--- src/rtl/stq_pkg.sv ---
// Package for the sorted timeout queue: beat structs, request and result
// codes, cell commands and default sizes. No dependencies.
`default_nettype none

package stq_pkg;

  localparam int unsigned CAPACITY_DEF  = 16;
  localparam int unsigned ID_BITS_DEF   = 16;
  localparam int unsigned TIME_BITS_DEF = 32;

  // At most this many expiries leave on one tick.
  localparam int unsigned MAX_EMIT  = 16;
  localparam int unsigned EMIT_BITS = $clog2(MAX_EMIT);

  typedef enum logic [1:0] {
    REQ_WATCH  = 2'd0,
    REQ_CANCEL = 2'd1,
    REQ_TICK   = 2'd2
  } req_e;

  typedef enum logic [1:0] {
    KIND_ACCEPTED    = 2'd0,
    KIND_REJECTED    = 2'd1,
    KIND_CANCEL_DONE = 2'd2,
    KIND_EXPIRED     = 2'd3
  } kind_e;

  typedef enum logic [1:0] {
    CMD_HOLD   = 2'd0,
    CMD_REMOVE = 2'd1,
    CMD_INSERT = 2'd2,
    CMD_POP    = 2'd3
  } cmd_e;

  typedef struct packed {
    logic [1:0]  req_type;
    logic [15:0] id;
    logic [23:0] timeout;
  } in_t;

  typedef struct packed {
    logic [1:0]  kind;
    logic [15:0] out_id;
    logic [31:0] expired_at;
    logic        last;
  } out_t;

endpackage

`default_nettype wire

--- src/rtl/stq_cell.sv ---
// One slot of the sorted timeout queue: holds an id and its expiry, and
// shifts with its neighbours on remove, insert and pop. Uses stq_pkg.
`default_nettype none

module stq_cell #(
  parameter int unsigned ID_BITS   = 16,
  parameter int unsigned TIME_BITS = 32
) (
  input  wire                 clk_i,
  input  wire                 rst_ni,
  input  stq_pkg::cmd_e       cmd_i,
  input  wire [ID_BITS-1:0]   key_id_i,
  input  wire [TIME_BITS-1:0] new_exp_i,
  input  wire                 left_valid_i,
  input  wire [ID_BITS-1:0]   left_id_i,
  input  wire [TIME_BITS-1:0] left_exp_i,
  input  wire                 right_valid_i,
  input  wire [ID_BITS-1:0]   right_id_i,
  input  wire [TIME_BITS-1:0] right_exp_i,
  input  wire                 chain_i,
  output logic                chain_o,
  output logic                valid_o,
  output logic [ID_BITS-1:0]  id_o,
  output logic [TIME_BITS-1:0] exp_o
);
  import stq_pkg::*;

  logic                 valid_q, valid_d;
  logic [ID_BITS-1:0]   id_q, id_d;
  logic [TIME_BITS-1:0] exp_q, exp_d;
  logic [TIME_BITS-1:0] diff;
  logic                 hit;

  // Wrap-safe: new expiry lies before ours when the difference is negative.
  assign diff = new_exp_i - exp_q;

  always_comb begin
    unique case (cmd_i)
      CMD_REMOVE: hit = valid_q && (id_q == key_id_i);
      CMD_INSERT: hit = !valid_q || diff[TIME_BITS-1];
      default:    hit = 1'b0;
    endcase
  end

  assign chain_o = chain_i | hit;

  always_comb begin
    valid_d = valid_q;
    id_d    = id_q;
    exp_d   = exp_q;
    unique case (cmd_i)
      CMD_HOLD: begin
      end
      CMD_REMOVE: begin
        // Close the gap: everything from the match onwards moves left.
        if (chain_o) begin
          valid_d = right_valid_i;
          id_d    = right_id_i;
          exp_d   = right_exp_i;
        end
      end
      CMD_INSERT: begin
        if (chain_i) begin
          valid_d = left_valid_i;
          id_d    = left_id_i;
          exp_d   = left_exp_i;
        end else if (hit) begin
          valid_d = 1'b1;
          id_d    = key_id_i;
          exp_d   = new_exp_i;
        end
      end
      CMD_POP: begin
        valid_d = right_valid_i;
        id_d    = right_id_i;
        exp_d   = right_exp_i;
      end
      default: begin
      end
    endcase
  end

  always_ff @(posedge clk_i or negedge rst_ni) begin
    if (!rst_ni) begin
      valid_q <= 1'b0;
    end else begin
      valid_q <= valid_d;
    end
  end

  always_ff @(posedge clk_i) begin
    id_q  <= id_d;
    exp_q <= exp_d;
  end

  assign valid_o = valid_q;
  assign id_o    = id_q;
  assign exp_o   = exp_q;

endmodule

`default_nettype wire

--- src/rtl/sorted_timeout_queue_top.sv ---
// Top level of the sorted timeout queue: control sequencer, time counter,
// output register and a chain of stq_cell slots. Uses stq_pkg and stq_cell.
`default_nettype none

// Channel   Direction  Handshake                 Beat
// --------  ---------  ------------------------  ---------------------------
// request   in         in_valid_i / in_ready_o   stq_pkg::in_t  (in_data_i)
// result    out        out_valid_o / out_ready_i stq_pkg::out_t (out_data_o)
//
// Steps: a cancel passes accept, remove pass and response; a watch passes accept,
// remove pass, insert pass and response. A tick advances the time, then the head
// slot emits one expiry beat a cycle while the result register can take it.
// Requests are taken one at a time; in_ready_o is high only while idle.
// A held result beat stalls the response and each expiry until it leaves; a new
// request may still be taken while it waits. Reset clears slot valid bits, count, time.

module sorted_timeout_queue_top #(
  parameter int unsigned CAPACITY  = stq_pkg::CAPACITY_DEF,
  parameter int unsigned ID_BITS   = stq_pkg::ID_BITS_DEF,
  parameter int unsigned TIME_BITS = stq_pkg::TIME_BITS_DEF
) (
  input  wire           clk_i,
  input  wire           rst_ni,
  input  wire           in_valid_i,
  output logic          in_ready_o,
  input  stq_pkg::in_t  in_data_i,
  output logic          out_valid_o,
  input  wire           out_ready_i,
  output stq_pkg::out_t out_data_o
);
  import stq_pkg::*;

  localparam int unsigned CNT_BITS = $clog2(CAPACITY + 1);

  typedef enum logic [4:0] {
    S_IDLE   = 5'b00001,
    S_REMOVE = 5'b00010,
    S_INSERT = 5'b00100,
    S_RESP   = 5'b01000,
    S_DRAIN  = 5'b10000
  } state_e;

  state_e               state_q, state_d;
  logic                 watch_q, watch_d;
  logic [ID_BITS-1:0]   id_q, id_d;
  logic [TIME_BITS-1:0] exp_q, exp_d;
  logic [TIME_BITS-1:0] time_q, time_d;
  logic [CNT_BITS-1:0]  count_q, count_d;
  logic [EMIT_BITS-1:0] emit_q, emit_d;
  kind_e                kind_q, kind_d;
  logic                 out_valid_q, out_valid_d;
  out_t                 out_q, out_d;

  cmd_e                 cmd;
  logic                 slot_free;

  // Padded neighbour rows: cell g lives at index g+1, both ends read empty.
  logic                 cv [CAPACITY+2];
  logic [ID_BITS-1:0]   cid [CAPACITY+2];
  logic [TIME_BITS-1:0] cexp [CAPACITY+2];
  logic                 chain [CAPACITY+1];

  assign cv[0]            = 1'b0;
  assign cid[0]           = '0;
  assign cexp[0]          = '0;
  assign cv[CAPACITY+1]   = 1'b0;
  assign cid[CAPACITY+1]  = '0;
  assign cexp[CAPACITY+1] = '0;
  assign chain[0]         = 1'b0;

  for (genvar g = 0; g < CAPACITY; g++) begin : g_cell
    stq_cell #(
      .ID_BITS  (ID_BITS),
      .TIME_BITS(TIME_BITS)
    ) u_cell (
      .clk_i        (clk_i),
      .rst_ni       (rst_ni),
      .cmd_i        (cmd),
      .key_id_i     (id_q),
      .new_exp_i    (exp_q),
      .left_valid_i (cv[g]),
      .left_id_i    (cid[g]),
      .left_exp_i   (cexp[g]),
      .right_valid_i(cv[g+2]),
      .right_id_i   (cid[g+2]),
      .right_exp_i  (cexp[g+2]),
      .chain_i      (chain[g]),
      .chain_o      (chain[g+1]),
      .valid_o      (cv[g+1]),
      .id_o         (cid[g+1]),
      .exp_o        (cexp[g+1])
    );
  end

  // Expiry tests on the head and the slot behind it, wrap-safe.
  logic [TIME_BITS-1:0] head_diff, next_diff;
  logic                 head_due, next_due, drain_last;

  assign head_diff  = time_q - cexp[1];
  assign next_diff  = time_q - cexp[2];
  assign head_due   = cv[1] && !head_diff[TIME_BITS-1];
  assign next_due   = cv[2] && !next_diff[TIME_BITS-1];
  assign drain_last = (emit_q == EMIT_BITS'(MAX_EMIT - 1)) || !next_due;

  assign slot_free  = !out_valid_q || out_ready_i;
  assign in_ready_o = (state_q == S_IDLE);

  always_comb begin
    state_d     = state_q;
    watch_d     = watch_q;
    id_d        = id_q;
    exp_d       = exp_q;
    time_d      = time_q;
    count_d     = count_q;
    emit_d      = emit_q;
    kind_d      = kind_q;
    out_d       = out_q;
    out_valid_d = out_valid_q && !out_ready_i;
    cmd         = CMD_HOLD;

    unique case (state_q)
      S_IDLE: begin
        if (in_valid_i) begin
          id_d  = ID_BITS'(in_data_i.id);
          exp_d = time_q + TIME_BITS'(in_data_i.timeout);
          unique case (in_data_i.req_type)
            REQ_WATCH: begin
              watch_d = 1'b1;
              state_d = S_REMOVE;
            end
            REQ_CANCEL: begin
              watch_d = 1'b0;
              state_d = S_REMOVE;
            end
            REQ_TICK: begin
              time_d  = time_q + 1'b1;
              emit_d  = '0;
              state_d = S_DRAIN;
            end
            default: begin
              // Unused request code: drop it.
            end
          endcase
        end
      end

      S_REMOVE: begin
        cmd = CMD_REMOVE;
        if (chain[CAPACITY]) begin
          count_d = count_q - 1'b1;
        end
        if (watch_q) begin
          state_d = S_INSERT;
        end else begin
          kind_d  = KIND_CANCEL_DONE;
          state_d = S_RESP;
        end
      end

      S_INSERT: begin
        if (count_q == CNT_BITS'(CAPACITY)) begin
          kind_d = KIND_REJECTED;
        end else begin
          cmd     = CMD_INSERT;
          count_d = count_q + 1'b1;
          kind_d  = KIND_ACCEPTED;
        end
        state_d = S_RESP;
      end

      S_RESP: begin
        if (slot_free) begin
          out_valid_d      = 1'b1;
          out_d.kind       = kind_q;
          out_d.out_id     = 16'(id_q);
          out_d.expired_at = '0;
          out_d.last       = 1'b1;
          state_d          = S_IDLE;
        end
      end

      S_DRAIN: begin
        if (!head_due) begin
          state_d = S_IDLE;
        end else if (slot_free) begin
          out_valid_d      = 1'b1;
          out_d.kind       = KIND_EXPIRED;
          out_d.out_id     = 16'(cid[1]);
          out_d.expired_at = 32'(cexp[1]);
          out_d.last       = drain_last;
          cmd              = CMD_POP;
          count_d          = count_q - 1'b1;
          emit_d           = emit_q + 1'b1;
          if (drain_last) begin
            state_d = S_IDLE;
          end
        end
      end

      default: begin
        state_d = S_IDLE;
      end
    endcase
  end

  always_ff @(posedge clk_i or negedge rst_ni) begin
    if (!rst_ni) begin
      state_q     <= S_IDLE;
      time_q      <= '0;
      count_q     <= '0;
      out_valid_q <= 1'b0;
    end else begin
      state_q     <= state_d;
      time_q      <= time_d;
      count_q     <= count_d;
      out_valid_q <= out_valid_d;
    end
  end

  always_ff @(posedge clk_i) begin
    watch_q <= watch_d;
    id_q    <= id_d;
    exp_q   <= exp_d;
    emit_q  <= emit_d;
    kind_q  <= kind_d;
    out_q   <= out_d;
  end

  assign out_valid_o = out_valid_q;
  assign out_data_o  = out_q;

endmodule

`default_nettype wire

--- config.mk ---
export PLATFORM = sky130hd
export DESIGN_NAME = sorted_timeout_queue_top
export DESIGN_NICKNAME = d
export VERILOG_FILES = /design/src/rtl/stq_pkg.sv /design/src/rtl/stq_cell.sv /design/src/rtl/sorted_timeout_queue_top.sv
export SDC_FILE = /design/constraint.sdc
export NUM_CORES = 2
export LEC_CHECK = 0
export BUFFER_PORTS_ARGS = -buffer_cell sky130_fd_sc_hd__buf_4
export CAP_MARGIN = 25
export CORE_ASPECT_RATIO = 0.7
export CORE_MARGIN = 4
export CORE_UTILIZATION = 40
export DETAILED_ROUTE_END_ITERATION = 6
export PLACE_DENSITY_LB_ADDON = 0.2
export SETUP_SLACK_MARGIN = 0.05
export SLEW_MARGIN = 20
export SYNTH_ARGS = -nofsm -noshare
export SYNTH_HDL_FRONTEND = slang
export SYNTH_SLANG_ARGS = --single-unit
--- constraint.sdc ---
create_clock -name clk_i -period 8.95 [get_ports clk_i]
set_clock_uncertainty 0.05 [all_clocks]
set_input_delay 1.79 -clock clk_i [delete_from_list [all_inputs] [get_ports clk_i]]
set_output_delay 1.79 -clock clk_i [all_outputs]
set_load 0.05 [all_outputs]
Yosys cells after proc, flatten, opt, wreduce, memory -nomap -nowiden

Cells that the tools add are included.

Add/sub/neg operators: 23
Equal/unequal tests: 71
Multiplexer cells: 238
Bitwise gates (word level): 15
Reduce and logical (&&, ||, !) cells: 90

Operators with widths:

| kind                                                                    | count |
|---|---|
| 32-bit case mux with 3 select lines                                     | 16 |
| 32-bit 2-to-1 mux                                                       | 47 |
| 16-bit case mux with 3 select lines                                     | 16 |
| 16-bit 2-to-1 mux                                                       | 47 |
| 32-bit subtractor                                                       | 18 |
| 16-bit == test                                                          | 16 |
| 51-bit 2-to-1 mux                                                       | 3 |
| 51-bit case mux with 2 select lines                                     | 1 |
| 3-bit AND reduction                                                     | 18 |
| 1-bit 2-to-1 mux                                                        | 50 |
| 1-bit case mux with 3 select lines                                      | 16 |
| 5-bit 2-to-1 mux                                                        | 9 |
| 3-bit by 1-bit inequality test with 1-bit output, second input constant | 15 |
| 2-bit by 1-bit inequality test with 1-bit output, second input constant | 19 |
| 1-bit case mux with 2 select lines                                      | 18 |
| 32-bit by 1-bit adder with 32-bit output, second input constant         | 1 |
| 32-bit by 24-bit adder with 32-bit output                               | 1 |
| 5-bit case mux with 5 select lines                                      | 1 |
| 1-bit logical NOT                                                       | 21 |
| 4-bit 2-to-1 mux                                                        | 5 |
| 1-bit logical AND                                                       | 19 |
| 1-bit logical OR                                                        | 18 |
| 1-bit OR                                                                | 15 |
| 5-bit case mux with 3 select lines                                      | 1 |
| 26 further kinds                                                        | 46 |

Register bits: 933
Input port bits: 46
Output and inout bits: 53
Word-level logic and storage cells: 498

Logic depth before layout (Yosys ltp)

Depth in word-level cells: 24
Gate-level depth with buffers: 28
Gate-level depth less buffers: 24

Hierarchy

Synthesis repeated with hierarchy kept, for this count alone.

Cells, all modules: 6681
Area, all modules: 65430.3 µm²

Modules (own cells, without submodules):

| module                           | instances | cells an instance | area an instance (µm²) | seq. area each (µm²) |
|---|---|---|---|---|
| stq_cell at g_cell[0].u_cell ... | 14        | 362               | 3528.4                 | 1466.4 |
| sorted_timeout_queue_top         | 1         | 887               | 8963.6                 | 4260.3 |
| stq_cell at g_cell[8].u_cell ... | 2         | 363               | 3534.6                 | 1466.4 |

Least setup slack after synthesis

Ideal clock, no wire load.

Path kind: flip-flop to flip-flop
Start point: reg time_q[16]
End point: reg g_cell[14].u_cell.valid_q
Setup time: 0.131 ns
Data arrival time: 7.764 ns
Required time: 8.769 ns
Path slack: 1.004 ns
Cell stages (with the launch flop): 25
Buffers on the path: 3
Clock period less this slack: 7.946 ns
Cells stage by stage: dfrtp_1 > ha_1 > a21o_1 > a21o_1 > a211oi_1 > o21bai_1 > a21o_1 > a221oi_1 > o41ai_1 > xnor2_1 > or4b_2 > and2_1 > inv_1 > ha_1 > clkbuf_1 > nand4_1 > nor4_1 > o21ai_0 > a211oi_1 > nor2b_1 > clkbuf_1 > and3_1 > buf_2 > a31oi_1 > mux2_2

Longest elaborated chain between the ends: 23
Elaborated cells on any way between the ends: 43
Classes of those cells: add/sub (1); eq/ne (5); mux (19); bitwise (14); reduce/logical (4)

Ends and longest elaborated chain:

| element                                                                          | RTL line                        | text |
|---|---|---|
| start: declaration                                                               | sorted_timeout_queue_top.sv:47  | `logic [TIME_BITS-1:0] time_q, time_d;` |
| start signal: assignment                                                         | sorted_timeout_queue_top.sv:214 | `time_q <= time_d;` |
| 32-bit subtractor *                                                              | sorted_timeout_queue_top.sv:99  | `assign head_diff = time_q - cexp[1];` |
| 1-bit logical NOT *                                                              | sorted_timeout_queue_top.sv:101 | `assign head_due = cv[1] && !head_diff[TIME_BITS-1];` |
| 1-bit logical AND *                                                              | sorted_timeout_queue_top.sv:101 |  |
| 2-bit 2-to-1 mux *                                                               | sorted_timeout_queue_top.sv:183 | `if (!head_due) begin` |
| 2-bit case mux with 3 select lines *                                             | sorted_timeout_queue_top.sv:121 | `unique case (state_q)` |
| 2-bit == test / 2-bit by 1-bit == test with 1-bit output (equally long branches) | stq_cell.sv:38, stq_cell.sv:51  |  |
| 1-bit case mux with 2 select lines                                               | stq_cell.sv:38                  | `unique case (cmd_i)` |
| 1-bit OR (14 in a row)                                                           | stq_cell.sv:45                  | `assign chain_o = chain_i \| hit;` |
| 2-bit by 1-bit inequality test with 1-bit output (no line)                       | -                               |  |
| 3-bit AND reduction (no line)                                                    | -                               |  |
| end signal: assignment                                                           | stq_cell.sv:87                  | `valid_q <= valid_d;` |
| end: declaration                                                                 | stq_cell.sv:28                  | `logic valid_q, valid_d;` |

Mark *: on every way between the ends. The rest lies on a longest branch, timed or not.
A chain may end at the register's enable or synchronous reset.

Worst setup path after layout

Start point: reg time_q[1]
End point: reg g_cell[11].u_cell.exp_q[25], data pin

Longest elaborated chain between the ends: 19
Elaborated cells on any way between the ends: 31
Classes of those cells: add/sub (1); eq/ne (3); mux (15); bitwise (10); reduce/logical (2)

Ends and longest elaborated chain:

| element                                                                          | RTL line                        | text |
|---|---|---|
| 32-bit subtractor *                                                              | sorted_timeout_queue_top.sv:99  |  |
| 1-bit logical NOT *                                                              | sorted_timeout_queue_top.sv:101 |  |
| 1-bit logical AND *                                                              | sorted_timeout_queue_top.sv:101 |  |
| 2-bit 2-to-1 mux *                                                               | sorted_timeout_queue_top.sv:183 |  |
| 2-bit case mux with 3 select lines *                                             | sorted_timeout_queue_top.sv:121 |  |
| 2-bit == test / 2-bit by 1-bit == test with 1-bit output (equally long branches) | stq_cell.sv:38, stq_cell.sv:51  |  |
| 1-bit case mux with 2 select lines                                               | stq_cell.sv:38                  |  |
| 1-bit OR (10 in a row)                                                           | stq_cell.sv:45                  |  |
| 32-bit 2-to-1 mux                                                                | stq_cell.sv:63                  | `if (chain_i) begin` |
| 32-bit case mux with 3 select lines *                                            | stq_cell.sv:51                  | `unique case (cmd_i)` |
| net g_cell[11].u_cell.exp_d[25]                                                  | stq_cell.sv:30                  | `logic [TIME_BITS-1:0] exp_q, exp_d;` |
| end signal: assignment                                                           | stq_cell.sv:93                  | `exp_q <= exp_d;` |
| end: declaration                                                                 | stq_cell.sv:30                  |  |

The timed path passes the listed nets; every way through them passes the cells marked *.

==> summary.md <==
| Metric | Value |
|---|---|
| Status | complete, but fails checks |
| Violated checks | capacitance limit, slew limit |
| Post-Syn Instances | 6,643 |
| 1st-iter DRT viols | 5,203 |
| Vias in the first global route | 47,600 |
| Worst Path Required | 9.35 ns |
| Initial Util | 40.3% |
| Max-cap violations | 1 |
| Worst Path Buf+Inv | 4 |
| Top cell type's share of synthesized area | 41.1% |
| Final Total Pwr | 0.0163 W |
| Buffers added on ports | 98 |
| CP Launch Type | register |
| DRC | 0 |
| Crit path DAT | 9.01 ns |
| Largest net degree at the start of global routing | 264 |
| Non-Filler Instances | 8,730 |
| Wirelength per Cell | 22.2 um |
| Fraction of layout cells with a size suffix above 1 | 7.13% |
| Clk sinks | 933 |
| Die height | 342 um |
| RSZ-0062 raised after global routing | false |
| Crit end category | register |
| Root Driver | clkbuf_16 |
| Setup TNS | 0 ns |
| Hold Violations, Final | 0 |
| Fin util | 44.5% |
| H-tree levels | 3 |
| CP Max Fanout | 47 |
| Worst setup path class | reg2reg |
| Hold Path Class | reg2reg |
| Fin crit period | 8.61 ns |
| Cells after DPL | 8,518 |
| CTS clk-pin slew, worst paths | 0.06 ns |
| PwrDens | 231 nW/um^2 |
| Clock Latency Late Sink | 0.76 ns |
| Synthesized area per cell | 9.60 um^2 |
| Die width | 485 um |
| Maximum buffer depth of the clock tree | 3 |
| Switching Share | 37.3% |
| Sequential share of power | 38.6% |
| Post-CTS Setup Inserts | 0 |
| Vias per cell | 5.73 |
| CP cell instances | ha_1 > a21o_1 > a211oi_1 > o211ai_1 > a221o_1 > a221oi_1 > o41ai_2 > buf_4 > xnor2_1 > or4b_2 > and2_1 > ha_4 > inv_6 > nor2_1 > mux2i_1 > nand2_1 > or4b_1 > o21ai_4 > buf_6 > nand3_4 > buf_4 > mux2i_1 > a21oi_1 |
| Slowest-stage cell, CP | or4b_1 |
| Final setup vio count | 0 |
| Period Utilization, post-route | 96.2% |
| GRT Total Usage | 22.6% |
| Via count | 50,000 |
| Peak VDD IR | 182 uV |
| Comb pwr share | 32.8% |
| Slew HR | -10.2% |
| Post-CTS resize count | 0 |
| Switching power | 0.00607 W |
| Leading area contributor after synthesis | edfxtp_1 |
| P_int | 0.0102 W |
| First-pass GRT wire length | 295 mm |
| CTS tree | done |
| ANT nets after route | 0 |
| Top_reg_cell synth | edfxtp_1 |
| HPWL after detailed placement | 138 mm |
| Num rows | 122 |
| Netlist cell types | 83 |
| TritonCTS Buffers | 108 |
| Clk pwr share | 28.6% |
| Sequential fraction of the synthesis area | 43.5% |
| Grt ovf | 0 |
| Area growth, synth to finish | 10.4% |
| Detailed Route WL | 194 mm |
| Layout net count | 7,148 |
| Synth async-reset ratio | 6.32% |
| Worst-margin pin slew | 1.64 ns |
| Critical path's top delay family | compound AO/OA/AOI/OAI gates |
| Post-synth EDFFs | 874 |
| Hold Buf Count CTS | 0 |
| Final Max Tran Viols | 5 |
| Initial antenna violation count | 2 |
| Detailed Routing Iterations Pass 1 | 5 |
| Core ar. | 158,000 um^2 |
| F_max | 116 MHz |
| Static Leak | 29.1 nW |
| # IOs | 99 |
| Synth top area cells | edfxtp_1 (41%), ha_1 (11%), mux2i_1 (7.4%) |
| Routability congestion estimate | 0.863 |
| Post-synth net total | 7,263 |
| Synth Register Bits | 933 |
| Synth warn | 0 |
| Post-Syn Area | 63,800 um^2 |
| Die area | 166,000 um^2 |
| Max stage delay on crit path | 0.78 ns |
==> power groups by stage <==
stage	Clock, W	Sequential (W)	Combinational (W)
6_report	0.00465	0.00628	0.00535
5_1_grt	0.00491	0.00635	0.00594
4_1_cts	0.00474	0.00628	0.00529
3_5_place_dp	0	0.00636	0.00526
3_3_place_gp	0	0.00636	0.00512
2_1_floorplan	0	0.00631	0.00349
==> layer usage <==
layer	share of wire [%]	up-vias	global-route usage (%)
li1	-	23700	-
met1	51	24400	36.4
met2	39	1689	30.7
met3	7.8	218	4.16
met4	2.2	0	4.93
met5	0	-	0
==> cell families after synthesis <==
family                   after synthesis  share of synthesized area, %
AND/OR/NAND/NOR                     1748                          12.0
buffers and inverters                981                          6.05
XOR/XNOR                             347                          4.76
AO/OA/AOI/OAI                       1563                          14.6
flip-flops                           933                          43.5
adder cells (fa/ha/maj)              574                          11.3
multiplexers                         497                          7.85
==> area by class of cell <==
| cell class | count | area [um^2] |
|---|---|---|
| Inverter | 524 | 1970 |
| Tap cell | 2108 | 2640 |
| Antenna cell | 1 | 2.50 |
| Clock inverter | 47 | 597 |
| Fill cell | 15200 | 87900 |
| Timing Repair Buffer | 231 | 1960 |
| Sequential cell | 933 | 27700 |
| Clock buffer | 156 | 2990 |
| Multi-Input combinational cell | 4730 | 32500 |
==> metrics by stage <==
stage	setup WS, ns	hold WS [ns]	area (um^2)
final	0.342	0.439	70400
after global routing	0.140	0.443	70400
after CTS	0.358	0.436	70300
after detailed placement	0.426	0.422	66700
after global placement	0.273	0.422	66700
after floorplan	1.00	0.396	63800
==> worst reg2reg max path, stage by stage (launching register included) <==
cell	delay, ns
dfrtp_1	0.45
ha_1	0.34
a21o_1	0.18
a211oi_1	0.37
o211ai_1	0.26
a221o_1	0.45
a221oi_1	0.41
o41ai_2	0.25
buf_4	0.22
xnor2_1	0.24
or4b_2	0.71
and2_1	0.25
ha_4	0.37
inv_6	0.28
nor2_1	0.08
mux2i_1	0.32
nand2_1	0.10
or4b_1	0.78
o21ai_4	0.51
buf_6	0.45
nand3_4	0.53
buf_4	0.47
mux2i_1	0.19
a21oi_1	0.09
==> cells in the mapped netlist (9+ instances only) <==
cell type / n
a211oi_1: 62
a21o_1: 127
a21oi_1: 859
a221oi_1: 9
a22oi_1: 62
a31oi_1: 83
and2_1: 12
and3_1: 17
and4_1: 13
buf_1: 9
buf_2: 74
buf_4: 16
clkbuf_1: 355
dfrtp_1: 58
edfxtp_1: 874
ha_1: 572
inv_1: 523
mux2_2: 25
mux2i_1: 469
nand2_1: 333
nand2b_1: 25
nand3_1: 107
nand4_1: 104
nor2_1: 919
nor2b_1: 27
nor3_1: 103
nor4_1: 54
o211ai_1: 10
o21a_1: 17
o21ai_0: 149
o221ai_1: 39
o22ai_1: 12
o32ai_1: 48
or3_1: 9
xnor2_1: 153
xor2_1: 194
==> final timing paths <==
kind	depth (start not counted)	end	slack [ns]	start
max reg2reg	23	g_cell[11].u_cell.exp_o[25]	0.34	time_q[1]
min	1	count_q[4]	0.44	count_q[4]
min reg2reg	1	count_q[4]	0.44	count_q[4]
max	23	g_cell[11].u_cell.exp_o[25]	0.34	time_q[1]
max in group asynchronous	2	time_q[26]	6.82	rst_ni
min in group asynchronous	1	state_q[4]	0.82	rst_ni
==> state kept, by name, summed over array words and instances (netlist names) <==
signal / count
time_q: 32
g_cell.u_cell.exp_o: 512
g_cell.u_cell.valid_o: 16
id_q: 16
out_data_o: 51
kind_q: 2
watch_q: 1
count_q: 5
exp_q: 32
emit_q: 4
g_cell.u_cell.id_o: 256
out_valid_o: 1
state_q: 5
==> cells in the final DEF (no fill, tap or decap), types with 39 or more instances in the layout <==
cell type,count
dfrtp_1,58
nand2_1,327
a21o_1,127
inv_1,522
o21ai_0,148
mux2i_1,469
nor4_1,54
nor3_1,103
buf_4,210
a21oi_1,851
xor2_1,194
edfxtp_1,874
o221ai_1,39
a211oi_1,61
xnor2_1,153
nand4_1,104
a22oi_1,62
nor2_1,915
ha_1,570
nand3_1,106
clkbuf_16,108
a31oi_1,80
o32ai_1,48
Power figures use the tool's default switching activity.
